==> src/smma_pkg.sv <==
package smma_pkg;

    // Operation codes carried by a request.
    localparam logic [1:0] OP_WRITE_A = 2'd0;
    localparam logic [1:0] OP_WRITE_B = 2'd1;
    localparam logic [1:0] OP_COMPUTE = 2'd2;

    // Error codes on a result.
    localparam logic [1:0] ERR_NONE  = 2'd0;
    localparam logic [1:0] ERR_RANGE = 2'd1;
    localparam logic [1:0] ERR_SHAPE = 2'd2;

    // Configuration register indexes (byte address is four times the index).
    localparam int          CFG_ADDR_W   = 5;
    localparam int          CFG_INDEX_W  = 3;
    localparam logic [2:0]  REG_A_ROWS   = 3'd0;
    localparam logic [2:0]  REG_A_COLS   = 3'd1;
    localparam logic [2:0]  REG_B_ROWS   = 3'd2;
    localparam logic [2:0]  REG_B_COLS   = 3'd3;
    localparam logic [2:0]  REG_MODE     = 3'd4;

    // Operation kinds after classification by the front part.
    localparam logic [1:0] KIND_WRITE_A = 2'd0;
    localparam logic [1:0] KIND_WRITE_B = 2'd1;
    localparam logic [1:0] KIND_ERROR   = 2'd2;
    localparam logic [1:0] KIND_COMPUTE = 2'd3;

    // Fraction bits of the Q16.16 format.
    localparam int FRAC_BITS = 16;

    // Width of a dimension count in a queue entry (holds up to 31).
    localparam int DIM_FIELD_W = 5;

    // Queue between the front and the back part.
    localparam int QUEUE_DEPTH = 2;
    localparam int QPTR_W      = $clog2(QUEUE_DEPTH);
    localparam int QCNT_W      = $clog2(QUEUE_DEPTH + 1);

    typedef struct packed {
        logic [1:0]         operation;
        logic [1:0]         row;
        logic [1:0]         col;
        logic signed [31:0] value;
    } request_t;

    typedef struct packed {
        logic [1:0]         result_row;
        logic [1:0]         result_col;
        logic signed [31:0] result_value;
        logic               last;
        logic [1:0]         error_code;
    } result_t;

    typedef struct packed {
        logic [2:0] a_rows;
        logic [2:0] a_cols;
        logic [2:0] b_rows;
        logic [2:0] b_cols;
        logic       mode;
    } cfg_t;

    typedef struct packed {
        logic [1:0]             kind;
        logic [1:0]             error_code;
        logic [1:0]             row;
        logic [1:0]             col;
        logic signed [31:0]     value;
        logic                   mode;
        logic [DIM_FIELD_W-1:0] out_rows;
        logic [DIM_FIELD_W-1:0] out_cols;
        logic [DIM_FIELD_W-1:0] inner;
    } entry_t;

endpackage

==> src/smma_front.sv <==
module smma_front
    import smma_pkg::*;
#(
    parameter int MAX_DIM = 4
)
(
    input  request_t request,
    input  cfg_t     cfg,
    input  logic     accept,
    output logic     push,
    output entry_t   entry
);

    // Clamp a dimension register into the range one to MAX_DIM.
    function automatic logic [DIM_FIELD_W-1:0] clamp_dim(input logic [2:0] d);
        logic [DIM_FIELD_W-1:0] r;
        if (d == 3'd0)
        begin
            r = DIM_FIELD_W'(1);
        end
        else if (int'(d) > MAX_DIM)
        begin
            r = DIM_FIELD_W'(MAX_DIM);
        end
        else
        begin
            r = DIM_FIELD_W'(d);
        end
        return r;
    endfunction

    logic [DIM_FIELD_W-1:0] ar;
    logic [DIM_FIELD_W-1:0] ac;
    logic [DIM_FIELD_W-1:0] br;
    logic [DIM_FIELD_W-1:0] bc;
    logic [DIM_FIELD_W-1:0] nr;
    logic [DIM_FIELD_W-1:0] nc;
    logic                   in_range;
    logic                   shape_ok;

    assign ar = clamp_dim(cfg.a_rows);
    assign ac = clamp_dim(cfg.a_cols);
    assign br = clamp_dim(cfg.b_rows);
    assign bc = clamp_dim(cfg.b_cols);

    // Bounds of the matrix that a write targets.
    assign nr = (request.operation == OP_WRITE_A) ? ar : br;
    assign nc = (request.operation == OP_WRITE_A) ? ac : bc;
    assign in_range = (DIM_FIELD_W'(request.row) < nr) && (DIM_FIELD_W'(request.col) < nc);

    // Add needs equal shapes; a product needs A's columns to match B's rows.
    assign shape_ok = cfg.mode ? (ac == br) : ((ar == br) && (ac == bc));

    // Classify the request into a queue entry.
    always_comb
    begin
        entry            = '0;
        entry.row        = request.row;
        entry.col        = request.col;
        entry.value      = request.value;
        entry.mode       = cfg.mode;
        entry.out_rows   = ar;
        entry.out_cols   = cfg.mode ? bc : ac;
        entry.inner      = cfg.mode ? ac : DIM_FIELD_W'(1);
        entry.error_code = ERR_NONE;
        push             = 1'b0;
        case (request.operation)
            OP_WRITE_A,
            OP_WRITE_B:
            begin
                push = accept;
                if (in_range)
                begin
                    entry.kind = (request.operation == OP_WRITE_A) ? KIND_WRITE_A
                                                                   : KIND_WRITE_B;
                end
                else
                begin
                    entry.kind       = KIND_ERROR;
                    entry.error_code = ERR_RANGE;
                end
            end
            OP_COMPUTE:
            begin
                push = accept;
                if (shape_ok)
                begin
                    entry.kind = KIND_COMPUTE;
                end
                else
                begin
                    entry.kind       = KIND_ERROR;
                    entry.error_code = ERR_SHAPE;
                    entry.row        = 2'd0;
                    entry.col        = 2'd0;
                end
            end
            default:
            begin
                // The unused operation code is dropped without a result.
                entry.kind = KIND_ERROR;
                push       = 1'b0;
            end
        endcase
    end

endmodule

==> src/smma_queue.sv <==
module smma_queue
    import smma_pkg::*;
(
    input  logic   clk,
    input  logic   rst_n,
    input  logic   push,
    input  entry_t push_entry,
    input  logic   pop,
    output entry_t head,
    output logic   empty,
    output logic   full
);

    entry_t              slot_reg [QUEUE_DEPTH];
    logic [QPTR_W-1:0]   wr_ptr_reg;
    logic [QPTR_W-1:0]   wr_ptr_next;
    logic [QPTR_W-1:0]   rd_ptr_reg;
    logic [QPTR_W-1:0]   rd_ptr_next;
    logic [QCNT_W-1:0]   count_reg;
    logic [QCNT_W-1:0]   count_next;
    logic                do_push;
    logic                do_pop;

    assign empty   = (count_reg == QCNT_W'(0));
    assign full    = (count_reg == QCNT_W'(QUEUE_DEPTH));
    assign do_push = push && !full;
    assign do_pop  = pop && !empty;
    assign head    = slot_reg[rd_ptr_reg];

    // Pointer and fill count update.
    always_comb
    begin
        wr_ptr_next = wr_ptr_reg;
        rd_ptr_next = rd_ptr_reg;
        count_next  = count_reg;
        if (do_push)
        begin
            wr_ptr_next = (int'(wr_ptr_reg) == QUEUE_DEPTH - 1) ? '0 : wr_ptr_reg + 1'b1;
        end
        if (do_pop)
        begin
            rd_ptr_next = (int'(rd_ptr_reg) == QUEUE_DEPTH - 1) ? '0 : rd_ptr_reg + 1'b1;
        end
        if (do_push && !do_pop)
        begin
            count_next = count_reg + 1'b1;
        end
        else if (do_pop && !do_push)
        begin
            count_next = count_reg - 1'b1;
        end
    end

    always_ff @(posedge clk or negedge rst_n)
    begin
        if (!rst_n)
        begin
            wr_ptr_reg <= '0;
            rd_ptr_reg <= '0;
            count_reg  <= '0;
        end
        else
        begin
            wr_ptr_reg <= wr_ptr_next;
            rd_ptr_reg <= rd_ptr_next;
            count_reg  <= count_next;
        end
    end

    // Entry storage.
    always_ff @(posedge clk)
    begin
        if (do_push)
        begin
            slot_reg[wr_ptr_reg] <= push_entry;
        end
    end

endmodule

==> src/smma_back.sv <==
module smma_back
    import smma_pkg::*;
#(
    parameter int MAX_DIM    = 4,
    parameter int ELEM_WIDTH = 32
)
(
    input  logic    clk,
    input  logic    rst_n,
    input  logic    empty,
    input  entry_t  head,
    output logic    pop,
    output logic    done,
    output result_t result
);

    localparam int DEPTH = MAX_DIM * MAX_DIM;
    localparam int AW    = (DEPTH > 1) ? $clog2(DEPTH) : 1;
    localparam int DW    = $clog2(MAX_DIM + 1);
    localparam int EW    = ELEM_WIDTH;
    localparam int ACC_W = 2 * EW + FRAC_BITS + 2 + $clog2(MAX_DIM + 1);

    localparam logic signed [ACC_W-1:0] SAT_HI = {{(ACC_W - EW + 1){1'b0}}, {(EW - 1){1'b1}}};
    localparam logic signed [ACC_W-1:0] SAT_LO = {{(ACC_W - EW + 1){1'b1}}, {(EW - 1){1'b0}}};

    localparam logic [1:0] ST_IDLE  = 2'd0;
    localparam logic [1:0] ST_RUN   = 2'd1;
    localparam logic [1:0] ST_DRAIN = 2'd2;

    // Tags that travel with each multiply-accumulate step.
    typedef struct packed {
        logic [DW-1:0] i;
        logic [DW-1:0] j;
        logic          k_first;
        logic          k_last;
        logic          elem_last;
    } tag_t;

    logic signed [EW-1:0] mem_a [DEPTH];
    logic signed [EW-1:0] mem_b [DEPTH];

    logic [1:0]           state_reg;
    logic [1:0]           state_next;
    logic                 mode_reg;
    logic                 mode_next;
    logic [DW-1:0]        rows_reg;
    logic [DW-1:0]        rows_next;
    logic [DW-1:0]        cols_reg;
    logic [DW-1:0]        cols_next;
    logic [DW-1:0]        inner_reg;
    logic [DW-1:0]        inner_next;
    logic [DW-1:0]        i_reg;
    logic [DW-1:0]        i_next;
    logic [DW-1:0]        j_reg;
    logic [DW-1:0]        j_next;
    logic [DW-1:0]        k_reg;
    logic [DW-1:0]        k_next;

    logic                 issue;
    logic                 k_end;
    logic                 j_end;
    logic                 i_end;
    logic [AW-1:0]        rd_addr_a;
    logic [AW-1:0]        rd_addr_b;
    logic [AW-1:0]        wr_addr;
    logic                 wr_a;
    logic                 wr_b;
    tag_t                 tag0;

    logic                 v1_reg;
    tag_t                 t1_reg;
    logic signed [EW-1:0] a_rd_reg;
    logic signed [EW-1:0] b_rd_reg;

    logic                 v2_reg;
    tag_t                 t2_reg;
    logic signed [ACC_W-1:0] p_reg;
    logic signed [2*EW-1:0]  prod;
    logic signed [EW:0]      sum;
    logic signed [ACC_W-1:0] p_next;

    logic                 v3_reg;
    tag_t                 t3_reg;
    logic signed [ACC_W-1:0] acc_reg;
    logic signed [ACC_W-1:0] acc_next;
    logic signed [ACC_W-1:0] scaled;
    logic signed [EW-1:0]    sat_val;

    logic                 done_reg;
    logic                 done_next;
    result_t              result_reg;
    result_t              result_next;

    // Sequencer over rows, columns and the inner index.
    assign k_end = (k_reg == DW'(inner_reg - 1'b1));
    assign j_end = (j_reg == DW'(cols_reg - 1'b1));
    assign i_end = (i_reg == DW'(rows_reg - 1'b1));
    assign issue = (state_reg == ST_RUN);
    assign pop   = (state_reg == ST_IDLE) && !empty;

    always_comb
    begin
        state_next  = state_reg;
        mode_next   = mode_reg;
        rows_next   = rows_reg;
        cols_next   = cols_reg;
        inner_next  = inner_reg;
        i_next      = i_reg;
        j_next      = j_reg;
        k_next      = k_reg;
        wr_a        = 1'b0;
        wr_b        = 1'b0;
        done_next   = 1'b0;
        result_next = result_reg;
        case (state_reg)
            ST_IDLE:
            begin
                if (!empty)
                begin
                    case (head.kind)
                        KIND_WRITE_A:
                        begin
                            wr_a = 1'b1;
                        end
                        KIND_WRITE_B:
                        begin
                            wr_b = 1'b1;
                        end
                        KIND_ERROR:
                        begin
                            done_next                = 1'b1;
                            result_next.result_row   = head.row;
                            result_next.result_col   = head.col;
                            result_next.result_value = '0;
                            result_next.last         = 1'b1;
                            result_next.error_code   = head.error_code;
                        end
                        default:
                        begin
                            mode_next  = head.mode;
                            rows_next  = head.out_rows[DW-1:0];
                            cols_next  = head.out_cols[DW-1:0];
                            inner_next = head.inner[DW-1:0];
                            i_next     = '0;
                            j_next     = '0;
                            k_next     = '0;
                            state_next = ST_RUN;
                        end
                    endcase
                end
            end
            ST_RUN:
            begin
                if (!k_end)
                begin
                    k_next = k_reg + 1'b1;
                end
                else
                begin
                    k_next = '0;
                    if (!j_end)
                    begin
                        j_next = j_reg + 1'b1;
                    end
                    else
                    begin
                        j_next = '0;
                        if (!i_end)
                        begin
                            i_next = i_reg + 1'b1;
                        end
                        else
                        begin
                            state_next = ST_DRAIN;
                        end
                    end
                end
            end
            ST_DRAIN:
            begin
                if (!v1_reg && !v2_reg && !v3_reg)
                begin
                    state_next = ST_IDLE;
                end
            end
            default:
            begin
                state_next = ST_IDLE;
            end
        endcase

        // A finished element leaves the accumulator; the pipeline is empty in idle.
        if (v3_reg && t3_reg.k_last)
        begin
            done_next                = 1'b1;
            result_next.result_row   = 2'(t3_reg.i);
            result_next.result_col   = 2'(t3_reg.j);
            result_next.result_value = 32'(sat_val);
            result_next.last         = t3_reg.elem_last;
            result_next.error_code   = ERR_NONE;
        end
    end

    // Memory addresses for the current step.
    assign rd_addr_a = mode_reg ? AW'(int'(i_reg) * MAX_DIM + int'(k_reg))
                                : AW'(int'(i_reg) * MAX_DIM + int'(j_reg));
    assign rd_addr_b = mode_reg ? AW'(int'(k_reg) * MAX_DIM + int'(j_reg))
                                : AW'(int'(i_reg) * MAX_DIM + int'(j_reg));
    assign wr_addr   = AW'(int'(head.row) * MAX_DIM + int'(head.col));

    assign tag0.i         = i_reg;
    assign tag0.j         = j_reg;
    assign tag0.k_first   = (k_reg == '0);
    assign tag0.k_last    = k_end;
    assign tag0.elem_last = k_end && j_end && i_end;

    // Matrix stores with registered reads.
    always_ff @(posedge clk)
    begin
        if (wr_a)
        begin
            mem_a[wr_addr] <= head.value[EW-1:0];
        end
        if (wr_b)
        begin
            mem_b[wr_addr] <= head.value[EW-1:0];
        end
        a_rd_reg <= mem_a[rd_addr_a];
        b_rd_reg <= mem_b[rd_addr_b];
    end

    // Product or sum, placed at the Q32.32 scale of a product.
    assign prod   = a_rd_reg * b_rd_reg;
    assign sum    = (EW + 1)'(a_rd_reg) + (EW + 1)'(b_rd_reg);
    assign p_next = mode_reg ? ACC_W'(prod) : (ACC_W'(sum) <<< FRAC_BITS);

    // Accumulation and scaling back to Q16.16 with saturation.
    assign acc_next = (t2_reg.k_first ? ACC_W'(0) : acc_reg) + p_reg;
    assign scaled   = acc_reg >>> FRAC_BITS;

    always_comb
    begin
        if (scaled > SAT_HI)
        begin
            sat_val = SAT_HI[EW-1:0];
        end
        else if (scaled < SAT_LO)
        begin
            sat_val = SAT_LO[EW-1:0];
        end
        else
        begin
            sat_val = scaled[EW-1:0];
        end
    end

    // Pipeline payload registers.
    always_ff @(posedge clk)
    begin
        t1_reg     <= tag0;
        t2_reg     <= t1_reg;
        p_reg      <= p_next;
        t3_reg     <= t2_reg;
        if (v2_reg)
        begin
            acc_reg <= acc_next;
        end
        mode_reg   <= mode_next;
        rows_reg   <= rows_next;
        cols_reg   <= cols_next;
        inner_reg  <= inner_next;
        i_reg      <= i_next;
        j_reg      <= j_next;
        k_reg      <= k_next;
        result_reg <= result_next;
    end

    // Control registers.
    always_ff @(posedge clk or negedge rst_n)
    begin
        if (!rst_n)
        begin
            state_reg <= ST_IDLE;
            v1_reg    <= 1'b0;
            v2_reg    <= 1'b0;
            v3_reg    <= 1'b0;
            done_reg  <= 1'b0;
        end
        else
        begin
            state_reg <= state_next;
            v1_reg    <= issue;
            v2_reg    <= v1_reg;
            v3_reg    <= v2_reg;
            done_reg  <= done_next;
        end
    end

    assign done   = done_reg;
    assign result = result_reg;

endmodule

==> src/small_matrix_multiply_add.sv <==
// Channel   Ports                                   Handshake
// request   start, busy, request                    taken when start is high and busy low
// result    done, result                            one cycle per result, cannot be held
// config    psel, penable, pwrite, paddr, pwdata,   APB write on access cycle, pready high
//           prdata, pready
//
// A write or an error request is handled in the idle state as it leaves the queue; an error
// result is on the ports in the next cycle. A product holds the back part while it steps
// over rows, columns and the inner index (an add rows and columns) and drains its pipeline.
// busy is high while the two-entry request queue is full. Reset is asynchronous and
// active low; it empties the queue and restores the configuration defaults, while the
// matrix stores stay undefined until written. The result receiver cannot stall.
module small_matrix_multiply_add
    import smma_pkg::*;
#(
    parameter int MAX_DIM    = 4,
    parameter int ELEM_WIDTH = 32
)
(
    input  logic                  clk,
    input  logic                  rst_n,
    input  logic                  start,
    output logic                  busy,
    input  request_t              request,
    output logic                  done,
    output result_t               result,
    input  logic                  psel,
    input  logic                  penable,
    input  logic                  pwrite,
    input  logic [CFG_ADDR_W-1:0] paddr,
    input  logic [31:0]           pwdata,
    output logic [31:0]           prdata,
    output logic                  pready
);

    cfg_t                   cfg_reg;
    cfg_t                   cfg_next;
    logic [CFG_INDEX_W-1:0] cfg_index;
    logic                   cfg_write;
    logic                   accept;
    logic                   push;
    logic                   pop;
    logic                   empty;
    logic                   full;
    entry_t                 push_entry;
    entry_t                 head;

    assign pready    = 1'b1;
    assign cfg_index = paddr[CFG_ADDR_W-1:2];
    assign cfg_write = psel && penable && pwrite;

    // Configuration register writes.
    always_comb
    begin
        cfg_next = cfg_reg;
        if (cfg_write)
        begin
            case (cfg_index)
                REG_A_ROWS: cfg_next.a_rows = pwdata[2:0];
                REG_A_COLS: cfg_next.a_cols = pwdata[2:0];
                REG_B_ROWS: cfg_next.b_rows = pwdata[2:0];
                REG_B_COLS: cfg_next.b_cols = pwdata[2:0];
                REG_MODE:   cfg_next.mode   = pwdata[0];
                default:    cfg_next = cfg_reg;
            endcase
        end
    end

    always_ff @(posedge clk or negedge rst_n)
    begin
        if (!rst_n)
        begin
            cfg_reg.a_rows <= 3'd4;
            cfg_reg.a_cols <= 3'd4;
            cfg_reg.b_rows <= 3'd4;
            cfg_reg.b_cols <= 3'd4;
            cfg_reg.mode   <= 1'b1;
        end
        else
        begin
            cfg_reg <= cfg_next;
        end
    end

    // Configuration register reads.
    always_comb
    begin
        case (cfg_index)
            REG_A_ROWS: prdata = {29'd0, cfg_reg.a_rows};
            REG_A_COLS: prdata = {29'd0, cfg_reg.a_cols};
            REG_B_ROWS: prdata = {29'd0, cfg_reg.b_rows};
            REG_B_COLS: prdata = {29'd0, cfg_reg.b_cols};
            REG_MODE:   prdata = {31'd0, cfg_reg.mode};
            default:    prdata = 32'd0;
        endcase
    end

    assign busy   = full;
    assign accept = start && !busy;

    smma_front #(
        .MAX_DIM (MAX_DIM)
    ) u_front (
        .request (request),
        .cfg     (cfg_reg),
        .accept  (accept),
        .push    (push),
        .entry   (push_entry)
    );

    smma_queue u_queue (
        .clk        (clk),
        .rst_n      (rst_n),
        .push       (push),
        .push_entry (push_entry),
        .pop        (pop),
        .head       (head),
        .empty      (empty),
        .full       (full)
    );

    smma_back #(
        .MAX_DIM    (MAX_DIM),
        .ELEM_WIDTH (ELEM_WIDTH)
    ) u_back (
        .clk    (clk),
        .rst_n  (rst_n),
        .empty  (empty),
        .head   (head),
        .pop    (pop),
        .done   (done),
        .result (result)
    );

endmodule
==> config.mk <==
export PLATFORM = sky130hd
export DESIGN_NAME = small_matrix_multiply_add
export DESIGN_NICKNAME = d
export VERILOG_FILES = /design/src/smma_pkg.sv /design/src/smma_front.sv /design/src/smma_queue.sv /design/src/smma_back.sv /design/src/small_matrix_multiply_add.sv
export SDC_FILE = /design/constraint.sdc
export NUM_CORES = 2
export LEC_CHECK = 0
export BUFFER_PORTS_ARGS = -buffer_cell sky130_fd_sc_hd__buf_4
export CAP_MARGIN = 20
export CORE_UTILIZATION = 48
export DETAILED_ROUTE_END_ITERATION = 16
export PLACE_DENSITY = 0.65
export SETUP_SLACK_MARGIN = 0.1
export SLEW_MARGIN = 15
export SYNTH_ARGS = -nofsm -noshare
export SYNTH_HDL_FRONTEND = slang
export SYNTH_SLANG_ARGS = --single-unit
==> constraint.sdc <==
create_clock -name clk -period 11.2 [get_ports clk]
set_input_delay 0.56 -clock clk [delete_from_list [all_inputs] [get_ports clk]]
set_output_delay 0.56 -clock clk [all_outputs]
set_load 0.05 [all_outputs]
; After elaboration in Yosys (flattened, before gate mapping)
; Memories as Yosys holds them, arrays and structs flattened. A register that Yosys moved wholly into a read port is not among the register bits.
; Cells that the tools add are included.
[word_totals]
register_bits = 271
mem_bits_rw = 1136
in_bits = 81
elab_cells = 219
n_memories = 3
[op_classes]
addsub = 16
mul = 1
magnitude_cmp = 8
eq_ne = 25
muxes = 71
bitwise = 2
reduce_logical = 51
[memory_table]
columns = memory, depth, width, read_ports, rd_clocked_by_memory_dff, wr, line
row1 = u_back.mem_a, 16, 32, 1, 1, 1, smma_back.sv:39  ; logic signed [EW-1:0] mem_a [DEPTH];
row2 = u_back.mem_b, 16, 32, 1, 1, 1, smma_back.sv:40  ; logic signed [EW-1:0] mem_b [DEPTH];
row3 = u_queue.slot_reg, 2, 56, 1, 0, 1, smma_queue.sv:14  ; entry_t slot_reg [QUEUE_DEPTH];
[op_table]
columns = op, n
row1 = $mux 85, 2
row2 = $mux 39, 4
row3 = $add 85x85->85, 1
row4 = $gt 69x32->1 const B, 1
row5 = $lt 69x32->1 const B, 1
row6 = $mul 32x32->64, 1
row7 = $mux 32, 2
row8 = $mux 5, 8
row9 = $mux 3, 12
row10 = $add 32x32->33, 1
row11 = $mux 1, 23
row12 = $logic_not 3->1, 6
row13 = $mux 2, 9
row14 = $pmux 3 s2, 3
row15 = $eq 5x5->1, 3
row16 = $logic_and 1x1->1, 15
row17 = $pmux 3 s5, 1
row18 = $ne 2x2->1 const B, 7
row19 = $add 4x3->4, 3
row20 = $gt 3x3->1 const B, 4
row21 = $mux 4, 3
row22 = $reduce_and 3->1, 4
row23 = $reduce_and 6->1, 2
row24 = $lt 2x5->1, 2
row25 = 24 further kinds, 56

; Longest topological paths before layout
[depth]
depth_word = 9
ltp_mapped = 29

; Hierarchy
; From an unflattened synthesis, not the netlist that was laid out.
[hier_totals]
cells_unflattened = 7776
hier_area_um2 = 97756.3
[by_module_without_submodules]
columns = mod, n_inst, cells_each, area_each_um2
row1 = smma_back, 1, 7392, 91703.0
row2 = smma_queue, 1, 193, 4357.9
row3 = small_matrix_multiply_add, 1, 80, 938.4
row4 = smma_front, 1, 111, 757.0

; Worst setup path after synthesis
; Ideal clock, no wire load.
[synth_path]
path_kind = reg2reg
start = register u_back.a_rd_reg[31], read port of u_back.mem_a
end = register u_back.p_reg[56]
setup_time_ns = 0.114
arrival_ns = 8.073
t_required_ns = 11.086
path_slack_ns = 3.013
path_stages_with_launch = 30
period_less_slack_ns = 8.187
path_cell_list = dfxtp_1 -> clkbuf_1 -> nand2_1 -> inv_1 -> fa_1 -> inv_1 -> fa_1 -> inv_1 -> fa_1 -> fa_1 -> inv_1 -> fa_1 -> inv_1 -> fa_1 -> inv_1 -> fa_1 -> inv_1 -> fa_1 -> ha_1 -> clkbuf_1 -> a21o_1 -> a21oi_1 -> nor2b_1 -> or4_1 -> a21oi_1 -> o21ai_0 -> a211oi_2 -> o21ai_0 -> xor2_1 -> a21o_1
[synth_between]
elab_chain_len = 2
[synth_lines]
columns = element, line
row1 = start: declaration, smma_back.sv:72  ; logic signed [EW-1:0] a_rd_reg;
row2 = $mul 32x32->64 or $add 32x32->33 (tied branches), "smma_back.sv:233, smma_back.sv:234"
row3 = $mux 85 *, smma_back.sv:235  ; assign p_next = mode_reg ? ACC_W'(prod) : (ACC_W'(sum) <<< FRAC_BITS);
row4 = named net u_back.p_next[56], smma_back.sv:80  ; logic signed [ACC_W-1:0] p_next;
row5 = end signal: assignment, smma_back.sv:262  ; p_reg <= p_next;
row6 = end: declaration, smma_back.sv:77  ; logic signed [ACC_W-1:0] p_reg;
; Mark *: on every way through the listed nets, which the timed path passes. The rest lies on a longest branch.
; A chain may end at the register's enable or synchronous reset.

; Worst setup path in the final report
[layout_path]
start = register u_back.a_rd_reg[31], read port of u_back.mem_a
end = register u_back.p_reg[60]
; The elaborated chain is that of the path after synthesis.

==> flow_metrics.tcl <==
set metrics [dict create \
    status "complete, but fails checks" \
    failed_checks "DRC" \
    timing.fmax_ghz 0.108 \
    crit_arrival_ns 9.97 \
    viasPerCell 5.64 \
    start_util 0.483 \
    post_cts.resized_instances 0 \
    relSlewSlack 0.238 \
    grt_pass1_wl_um 374000 \
    synth_cell_types 99 \
    antenna_left 0 \
    synth_top_area_cell "edfxtp_1" \
    setup_tns_ns 0 \
    core_area_um2 200000 \
    pre_cts_slack_ns 1.90 \
    root_buffer "clkbuf_16" \
    yosysTopAreaCellShare 0.393 \
    maxSlewViolCount 0 \
    die_x_um 450 \
    async_flop_share 0.0160 \
    setup_viol 0 \
    worstSetupPathType "flop to flop" \
    tightestPinTransition_ns 1.14 \
    grt_max_degree 133 \
    cp-start-kind "flop" \
    antenna_found_initial 8 \
    hp-class "input pin to flop" \
    overflow 0 \
    yosysWarningCount 0 \
    synth_area_leaders "edfxtp_1 39%, fa_1 22%, mux4_2 6.0%" \
    use_met2 0.413 \
    clock_path_buffers 3 \
    cts_sinks 1438 \
    wire_per_inst_um 22.9 \
    insertion_delay_ns 0.81 \
    design_area_um2 106000 \
    ys_ff_latch 1438 \
    busiest_layer "met2" \
    yosysSeqAreaShare 0.431 \
    grtUsageMet3 0.0373 \
    htreeDepth 4 \
    drtIter0Drc 5067 \
    slowest_stage "fa_1" \
    finalHoldViolCount 0 \
    port_buffers 93 \
    worstSetupEndpointType "flop" \
    syn-instance-count 7677 \
    io_pins 155 \
    dieArea_um2 203000 \
    period_share 0.829 \
    dr.pass1.iters 12 \
    numCtsBuffers 146 \
    crit_top_cell "fa_1" \
    grt_use_total 0.242 \
    cp.required_ns 11.89 \
    fin_ws_ns 1.92 \
    synth.cell_area_um2 96500 \
    dr_total_vias 59100 \
    synth_most_common_cell "edfxtp_1" \
    rsz0062_at_grt "false" \
    grt_use_met1 0.321 \
    area_growth_pct 9.28 \
    path_clk_slew_ns 0.07 \
    std_cell_rows 164 \
    synth_commonest_cells "1265 x edfxtp_1, 1084 x fa_1, 1077 x inv_1" \
    finish.net_count 9172 \
    chipHeight_um 450 \
    dp_hpwl_um 162000 \
    cpPeakStageDelay_ns 0.89 \
    fin_util 0.528 \
    syn_area_per_cell_um2 12.6 \
    drive_gt1_frac 0.108 \
    layout_min_cycle_time_ns 9.28 \
    grt_pass1_vias 62900 \
    finClkSkew_ns 0.0473 \
    drcViolationCount 12 \
    drv_cap 0 \
    synth_edf_count 1265 \
    cts_tree "yes" \
    placed_cell_area_um2 100000 \
    drt-total-wl_um 240000 \
    synth-main-ff-cell "edfxtp_1" \
    gp_congestion 0.913 \
    crit_fanout 15 \
]
## placed cells by master (no fill, tap or decap), types with 12 or more instances in the layout
cell           count
nand2b_1          39
xor2_1            77
nand4_1           57
nor2_1           169
nand3_1           38
a21oi_1          243
dfxtp_1          144
ha_1             314
nor2b_1          110
mux2_2            53
xnor2_1          117
conb_1            30
and3_1            23
o21bai_1          27
a211oi_1          84
o21ai_0          121
buf_4            222
mux2i_1           15
clkbuf_1          31
fa_1            1084
clkbuf_16        147
edfxtp_1        1265
inv_1           1077
o211ai_1          12
a31oi_1           86
nor3_1            31
clkinv_2          24
dfrtp_1           16
and2_1           585
nor2_4            33
nand2_1          804
a21o_1           125
o21ai_1           22
clkinv_1          26
mux4_2           258
dlygate4sd3_1     35
o21a_1            29
nor4_1            19
## per-layer routing
layer  share of wire  vias to the layer above
met5               0                        -
met1            0.41                    30900
met2            0.50                     2020
li1                -                    25700
met3           0.067                      437
met4           0.028                        0
## critical path: cells and delay by family, from the launching register on
family,cells,cell delay [ns]
compound gates,7,1.54
fa+ha+maj,9,4.71
simple gates,3,0.85
flops,1,0.70
xor+xnor,1,0.17
buf+inv,7,1.20
## final cells by class
class	instances	area (µm²)
diodes	3	7.51
fillers	16800	94400
well taps	2656	3320
repair buffers	260	2070
inverters	1077	4040
flip-flops and latches	1438	41600
clock buffers	187	3920
multi-input cells	4770	49700
clock inverters	83	896
## per-stage QoR
| stage | hold slack [ns] | instances |
|---|---|---|
| 6_report | 0.0519 | 10500 |
| 5_1_grt | 0.0509 | 10500 |
| 4_1_cts | 0.00494 | 10500 |
| 3_5_place_dp | 0.312 | 10200 |
| 3_3_place_gp | 0.310 | 10200 |
| 2_1_floorplan | 0.264 | 7705 |
## timing repair
item | in CTS | in global routing
hold endpoints to repair | 90 | 0
setup buffers | 0 | 0
hold buffers | 35 | 0
## cell families after synthesis
family	synth area share
fa+ha+maj	0.265
other cells	0.0000778
simple gates	0.100
mux	0.0681
compound gates	0.0583
xor+xnor	0.0177
buf+inv	0.0597
flops	0.431
## worst paths after layout
| kind | cells after the start | endpoint | slack, ns | from |
|---|---|---|---|---|
| setup / recovery | 27 | u_back.p_reg[60] | 1.92 | u_back.a_rd_reg[31] |
| hold / removal | 3 | cfg_reg[7] | 0.05 | pwdata[0] |
| setup reg to reg | 27 | u_back.p_reg[60] | 1.92 | u_back.a_rd_reg[31] |
| hold reg to reg | 0 | u_back.t3_reg[7] | 0.33 | u_back.t2_reg[7] |
| max in group asynchronous | 2 | cfg_reg[3] | 10.65 | rst_n |
| min in group asynchronous | 2 | u_back.done | 0.21 | rst_n |
Power is not shown: default switching activity piles up to over one toggle a cycle in this logic, so the estimate is an artifact.
